**src/sv/lmss_pkg.sv**
```systemverilog
package lmss_pkg;

    localparam int COL_W          = 16;
    localparam int MODULE_COLUMNS = 16;
    localparam int COL_IDX_W      = $clog2(MODULE_COLUMNS);
    localparam int MAX_MODULES    = 4;

    typedef logic [COL_W-1:0]     col_word_t;
    typedef logic [COL_IDX_W-1:0] col_idx_t;

    localparam logic REQ_REFRESH = 1'b0;
    localparam logic REQ_SCROLL  = 1'b1;

    // rows of an absent module stay dark
    localparam col_word_t ROWS_DARK = '1;

    typedef struct packed {
        logic     shift;
        col_idx_t rd_addr;
    } bank_ctrl_t;

endpackage

```
**src/sv/lmss_bank.sv**
```systemverilog
module lmss_bank
(
    input  logic                 clk,
    input  logic                 rst_n,
    input  lmss_pkg::bank_ctrl_t ctrl,
    input  lmss_pkg::col_word_t  shift_in,
    output lmss_pkg::col_word_t  head,
    output lmss_pkg::col_word_t  rd_data
);
    import lmss_pkg::*;

    col_word_t cols_reg [MODULE_COLUMNS];

    // one module's columns; a scroll moves every column left by one
    always_ff @(posedge clk or negedge rst_n)
    begin
        if (!rst_n)
        begin
            for (int i = 0; i < MODULE_COLUMNS; i++)
            begin
                cols_reg[i] <= '0;
            end
        end
        else if (ctrl.shift)
        begin
            for (int i = 0; i < MODULE_COLUMNS - 1; i++)
            begin
                cols_reg[i] <= cols_reg[i+1];
            end
            cols_reg[MODULE_COLUMNS-1] <= shift_in;
        end
    end

    assign head    = cols_reg[0];
    assign rd_data = cols_reg[ctrl.rd_addr];

endmodule

```
**src/sv/led_matrix_scroll_scanner.sv**
```systemverilog
// channel | valid     | stall     | payload
// --------+-----------+-----------+-------------------------------------------------
// input   | in_valid  | in_stall  | req_type, column_word
// output  | out_valid | out_stall | column_index, column_select, rows_module0..3
//
// one transaction per cycle unless stalled: input register, column muxes, result register
// a scroll transaction shifts the frame and returns nothing; a refresh returns one result
// a refresh waits in the input register only while a held result blocks the result register
// reset clears the frame store and scan counter at once; no clearing pass is needed
module led_matrix_scroll_scanner
#(
    parameter int MODULE_COUNT = 4
)
(
    input  logic                clk,
    input  logic                rst_n,
    input  logic                in_valid,
    output logic                in_stall,
    input  logic                req_type,
    input  lmss_pkg::col_word_t column_word,
    output logic                out_valid,
    input  logic                out_stall,
    output lmss_pkg::col_idx_t  column_index,
    output lmss_pkg::col_word_t column_select,
    output lmss_pkg::col_word_t rows_module0,
    output lmss_pkg::col_word_t rows_module1,
    output lmss_pkg::col_word_t rows_module2,
    output lmss_pkg::col_word_t rows_module3
);
    import lmss_pkg::*;

    logic      in_vld_reg, in_vld_next;
    logic      in_scroll_reg;
    col_word_t in_word_reg;
    logic      out_vld_reg, out_vld_next;
    col_idx_t  scan_reg, scan_next;
    col_idx_t  idx_reg;
    col_word_t sel_reg;
    col_word_t rows_reg [MAX_MODULES];

    logic       hold, take_in, advance, emit;
    bank_ctrl_t bank_ctrl;
    col_word_t  feed   [MODULE_COUNT];
    col_word_t  bank_q [MODULE_COUNT];
    col_word_t  rows_calc [MAX_MODULES];

    // a refresh cannot leave while the result register is held
    assign hold    = in_vld_reg && (in_scroll_reg == REQ_REFRESH) && out_vld_reg && out_stall;
    assign take_in = in_valid && !hold;
    assign advance = in_vld_reg && !hold;
    assign emit    = advance && (in_scroll_reg == REQ_REFRESH);

    assign in_vld_next  = hold ? 1'b1 : in_valid;
    assign out_vld_next = emit || (out_vld_reg && out_stall);
    assign scan_next    = emit ? scan_reg + 1'b1 : scan_reg;

    assign bank_ctrl.shift   = advance && (in_scroll_reg == REQ_SCROLL);
    assign bank_ctrl.rd_addr = scan_reg;

    assign feed[MODULE_COUNT-1] = in_word_reg;

    for (genvar m = 0; m < MODULE_COUNT; m++)
    begin : g_bank
        if (m == 0)
        begin : g_first
            lmss_bank u_bank
            (
                .clk      (clk),
                .rst_n    (rst_n),
                .ctrl     (bank_ctrl),
                .shift_in (feed[m]),
                .head     (),
                .rd_data  (bank_q[m])
            );
        end
        else
        begin : g_rest
            lmss_bank u_bank
            (
                .clk      (clk),
                .rst_n    (rst_n),
                .ctrl     (bank_ctrl),
                .shift_in (feed[m]),
                .head     (feed[m-1]),
                .rd_data  (bank_q[m])
            );
        end
    end

    for (genvar s = 0; s < MAX_MODULES; s++)
    begin : g_rows
        if (s < MODULE_COUNT)
        begin : g_present
            assign rows_calc[s] = ~bank_q[s];
        end
        else
        begin : g_absent
            assign rows_calc[s] = ROWS_DARK;
        end
    end

    always_ff @(posedge clk or negedge rst_n)
    begin
        if (!rst_n)
        begin
            in_vld_reg  <= 1'b0;
            out_vld_reg <= 1'b0;
            scan_reg    <= '0;
        end
        else
        begin
            in_vld_reg  <= in_vld_next;
            out_vld_reg <= out_vld_next;
            scan_reg    <= scan_next;
        end
    end

    always_ff @(posedge clk)
    begin
        if (take_in)
        begin
            in_scroll_reg <= req_type;
            in_word_reg   <= column_word;
        end
        if (emit)
        begin
            idx_reg <= scan_reg;
            sel_reg <= col_word_t'(1) << scan_reg;
            for (int s = 0; s < MAX_MODULES; s++)
            begin
                rows_reg[s] <= rows_calc[s];
            end
        end
    end

    assign in_stall      = hold;
    assign out_valid     = out_vld_reg;
    assign column_index  = idx_reg;
    assign column_select = sel_reg;
    assign rows_module0  = rows_reg[0];
    assign rows_module1  = rows_reg[1];
    assign rows_module2  = rows_reg[2];
    assign rows_module3  = rows_reg[3];

endmodule

```
**config.mk**
```make
export PLATFORM = sky130hd
export DESIGN_NAME = led_matrix_scroll_scanner
export DESIGN_NICKNAME = d
export VERILOG_FILES = /design/src/sv/lmss_pkg.sv /design/src/sv/lmss_bank.sv /design/src/sv/led_matrix_scroll_scanner.sv
export SDC_FILE = /design/constraint.sdc
export NUM_CORES = 2
export LEC_CHECK = 0
export ABC_AREA = 1
export BUFFER_PORTS_ARGS = -buffer_cell sky130_fd_sc_hd__clkbuf_2
export CORE_ASPECT_RATIO = 0.5
export CORE_UTILIZATION = 68
export DETAILED_ROUTE_END_ITERATION = 10
export GPL_TIMING_DRIVEN = 0
export PLACE_DENSITY_LB_ADDON = 0.1
export SLEW_MARGIN = 20
export SYNTH_ARGS = -nofsm -noshare
export SYNTH_HDL_FRONTEND = slang
export SYNTH_HIERARCHICAL = 1
export SYNTH_SLANG_ARGS = --single-unit
```
**constraint.sdc**
```tcl
create_clock -name clk -period 4.8 [get_ports clk]
set_input_delay 0.72 -clock clk [delete_from_list [all_inputs] [get_ports clk]]
set_output_delay 0.72 -clock clk [all_outputs]
set_load 0.005 [all_outputs]
```
**After elaboration in Yosys (flattened, before gate mapping)**

Memories as Yosys holds them, arrays and structs flattened.
Cells that the tools add are included.

- Register bits after elaboration: 1,067
- Bits in writable memories: 64
- Logic and storage cells: 106
- Memories: 1

- Add/subtract/negate cells: 1
- Order comparisons: 1
- Shifts and indexed selects: 1
- Muxes and demuxes: 15
- Bitwise gates (word level): 6
- Reductions and logical operators: 10

Memory list:

| name | words | width | read ports | clocked after Yosys merged registers in | write ports | line | RTL |
|---|---|---|---|---|---|---|---|
| rows_reg | 4 | 16 | 4 | 0 | 4 | led_matrix_scroll_scanner.sv:39 | `col_word_t rows_reg [MAX_MODULES];` |

Operators by type and width:

| kind | count |
|---|---|
| $bmux W16 S4 | 4 |
| $mux W16 | 8 |
| $not A16 Y16 | 4 |
| $shl A1 B4 Y16 const A | 1 |
| $logic_and A1 B1 Y1 | 8 |
| $ge A5 B5 Y1 const B | 1 |
| $not A4 Y5 | 1 |
| $add A4 B1 Y4 const B | 1 |
| $mux W1 | 3 |
| $logic_not A1 Y1 | 1 |
| $logic_or A1 B1 Y1 | 1 |
| $not A1 Y1 | 1 |

**Logic depth before layout (Yosys ltp)**

- Depth after elaboration: 9
- Mapped depth: 9
- Gate-level depth less buffers: 7

**Modules after synthesis**

The synthesis kept the hierarchy.

Modules (own cells, without submodules):

| module | instances | cells each | area an instance (um^2) | sequential area each (um^2) |
|---|---|---|---|---|
| lmss_bank | 4 | 1,648 | 12,523.3 | 6,406.1 |
| led_matrix_scroll_scanner | 1 | 230 | 3,759.9 | 3,183.1 |

**Least setup slack after synthesis**

No wires, ideal clock.

- Path type: in2reg
- Start: input port out_stall
- End: register idx_reg[0] (netlist: column_index[0]), enable pin
- Library setup time: 0.402 ns
- Data arrival time: 1.848 ns
- Path slack: 2.550 ns
- Stages on the path: 3
- Buffers on the path: 0
- Cells stage by stage: nand2_2 > nand3_4 > inv_2

- Cells in the longest elaborated chain, start to end: 4

Ends and longest elaborated chain:

| what | line | RTL |
|---|---|---|
| start, declared | led_matrix_scroll_scanner.sv:22 | `input logic out_stall,` |
| $logic_and A1 B1 Y1 | led_matrix_scroll_scanner.sv:48 | `assign hold = in_vld_reg && (in_scroll_reg == REQ_REFRESH) && out_vld_reg && out_stall;` |
| $logic_not A1 Y1 | led_matrix_scroll_scanner.sv:50 | `assign advance = in_vld_reg && !hold;` |
| $logic_and A1 B1 Y1 | led_matrix_scroll_scanner.sv:50 |  |
| $logic_and A1 B1 Y1 | led_matrix_scroll_scanner.sv:51 | `assign emit = advance && (in_scroll_reg == REQ_REFRESH);` |
| named net emit | led_matrix_scroll_scanner.sv:41 | `logic hold, take_in, advance, emit;` |
| end signal, assigned | led_matrix_scroll_scanner.sv:127 | `idx_reg <= scan_reg;` |
| end, declared | led_matrix_scroll_scanner.sv:37 | `col_idx_t idx_reg;` |

The timed path passes the listed nets, and every way through them passes these cells.
A chain may end at the register's enable or synchronous reset.

==> reports/metrics.csv <==
stage;metric;value;unit
timing;Final WS setup;1560;ps
clocking;H-tree Lvls;3;
setup_path;r2r setup slk;1560;ps
timing;total negative slack;0;ps
timing;final hold vios;0;
timing;worst hold slack;190;ps
route;antenna viol nets, final;0;
die;Die Ht;201;µm
route;DRC;0;
place;Placed Area;55900;µm²
power_and_ir_drop;Worst VDD drop;0.000368;V
layout;area of the multi-input gates;17800;µm²
layout;nets;7051;
worst_hold_path;Hold EP;in_word_reg[15]$_DFFE_PP_;
die;io pins;107;
setup_path;worst reg-to-reg path cell count;7;
setup_path;CP Class;flip-flop to flip-flop;
synth;cell count after synthesis;6806;
place;hpwl dp;118000;µm
clocking;number of gates resized after cts;0;
clocking;Worst-Skew Late Latency;710;ps
timing;worst slew pin tran;1180;ps
global_route;initial antenna violation count;1;
worst_hold_path;Hold Crit Class;input port to flip-flop;
route;drt pass-1 iters;8;
setup_path;Crit path required time;5260;ps
clocking;clk sinks;1131;
setup_path;worst reg2reg path startpoint;scan_reg[1]$_DFFE_PN0P_;
clocking;Inserted Clock Buffers;96;
route;drt total wl;166000;µm
layout;share of layout cells above drive strength 1;8.73;%
route;per-cell routed wire length;20.4;µm
outcome;status;finished, final reports clean;
setup_path;Worst setup SP type;flip-flop;
power_and_ir_drop;PD cells;529;nW/µm²
timing;Rel. slew slack;21.3;%
die;Core ar.;77700;µm²
setup_path;Arrival @ worst endpoint;3700;ps
power_and_ir_drop;Static Leak;28.6;nW
worst_hold_path;Hold Crit Start;column_word[15];
clocking;Reg clk slew, reported paths;70;ps
synth;Syn. warnings;6;
clocking;Root Buffer;clkbuf_16;
setup_path;slowest cell on the critical path;dfrtp_1;
setup_path;cell mode on critical path;nand3_1;
layout;Seq. cell area;28800;µm²
global_route;first-pass GRT wire length;258000;µm
route;starting DRC count in detailed routing;5871;
layout;Layout area overhead;10.2;%
setup_path;FF-to-FF End;rows_reg[1][3]$_DFFE_PP_;
route;vias per cell;5.90;
die;initial core utilization;69.1;%
die;num rows;72;
synth;Cell Area, Synth;53700;µm²
layout;Final Non-Filler Cells;8141;
setup_path;worst-path cell chain;inv_2 -> clkbuf_1 -> nand3_1 -> nand3_1 -> nand3_1 -> nand2_1 -> inv_1;
clocking;Clock Tree Buf Depth;3;
run;maxcap violations;0;
place;placed cells;7961;
global_route;vias in the first global route;47066;
global_route;largest net degree at the start of global routing;95;
setup_path;crit path max fanout;14;
setup_path;critical path endpoint category;flip-flop;
setup_path;max incr delay on CP;810;ps
timing;Slew Limit Fails;0;
layout;fin area;59200;µm²
place;# port buffers;106;
place;DP Worst Slack;1890;ps
synth;Synth Net Count;6833;
layout;max reg flops;720;
die;full die area;80200;µm²
global_route;GRT Total Usage;41.9;%
timing;Final Setup Violations;0;
timing;Final min period;3240;ps
die;Die Wd;400;µm
timing;Period Utilization, post-route;67.5;%
timing;Worst Skew;19.9;ps
timing;RSZ-0062 raised after global routing;no;
route;via count;48012;
layout;fill count;5795;
global_route;grt ovf;0;
synth;syn avg cell area;7.89;µm²
clocking;setup bufs post-CTS;0;
worst_hold_path;hold path depth;1;
clocking;CTS tree;built;
place;GPL Wtd Cong;0.996;
timing;fmax;0.309;GHz
## stage by stage
step / power (mW) / utilization [%]
finish: 31.3 / 76.2
global route: 32.6 / 76.1
CTS: 30.8 / 76.1
detailed placement: 22.7 / 71.9
global placement: 22.5 / 71.5
floorplan: 18.2 / -
## worst max-delay path, delay by kind of cell (launching register included)
family,cells,cell delay [ps]
buffers and inverters,3,1220
AND/OR/NAND/NOR,4,910
flip-flops,1,810
## cell type report
cell class / count / area share, %
clock buffer: 146 / 5.03
antenna: 2 / 0.00845
sequential: 1131 / 48.7
clock inverter: 31 / 0.469
timing repair buffer: 120 / 1.53
buffer: 482 / 4.94
multi-input combinational: 4074 / 30.1
inverter: 1119 / 7.11
tap: 1036 / 2.19
## layout by cell type, fill, tap and decap left out, types with 13 or more instances in the layout
cell / instances
clkbuf_8: 29
edfxtp_1: 101
nand2_1: 2124
buf_6: 85
buf_4: 53
o21ai_1: 721
clkinv_2: 20
clkbuf_16: 101
o21ai_0: 306
buf_2: 188
clkbuf_1: 157
dfrtp_1: 1030
nand3_1: 896
buf_16: 13
inv_1: 1112
clkbuf_2: 105
## report_power, final
group | switching, mW | internal, mW | leakage [nW] | total, mW
clock network | 3.68 | 4.50 | 1.62 | 8.18
logic | 8.76 | 3.28 | 11.8 | 12.0
registers | 0.537 | 10.6 | 15.2 | 11.1
## routing by layer
metal  routed length [µm]  part of all wire [%]  GRT usage [%]
met5                    0                     0              0
met4                10000                   6.0           22.7
met1                64600                    39           56.7
met3                17500                    11           8.91
met2                73900                    44           63.8
## what timing repair did
item | 4_1_cts | 5_1_grt
endpoints found under the setup margin | 0 | 0
hold buffers | 1 | 0
endpoints found under the hold margin | 27 | 0
## worst max path at each step
stage / startpoint / endpoint / slack, ps / depth (start not counted)
2_1_floorplan: out_stall / column_index[0]$_DFFE_PP_ / 2550 / 3
3_3_place_gp: rst_n / g_bank[3].g_rest.u_bank/cols_reg[177]$_DFFE_PN0P_ / -21440 / 1
3_5_place_dp: scan_reg[1]$_DFFE_PN0P_ / rows_reg[3][4]$_DFFE_PP_ / 1890 / 7
4_1_cts: scan_reg[1]$_DFFE_PN0P_ / rows_reg[3][4]$_DFFE_PP_ / 1860 / 7
5_1_grt: scan_reg[1]$_DFFE_PN0P_ / rows_reg[3][6]$_DFFE_PP_ / 1660 / 7
6_report: scan_reg[1]$_DFFE_PN0P_ / rows_reg[1][3]$_DFFE_PP_ / 1560 / 7
Note: power is estimated with default switching activity, not from simulation.
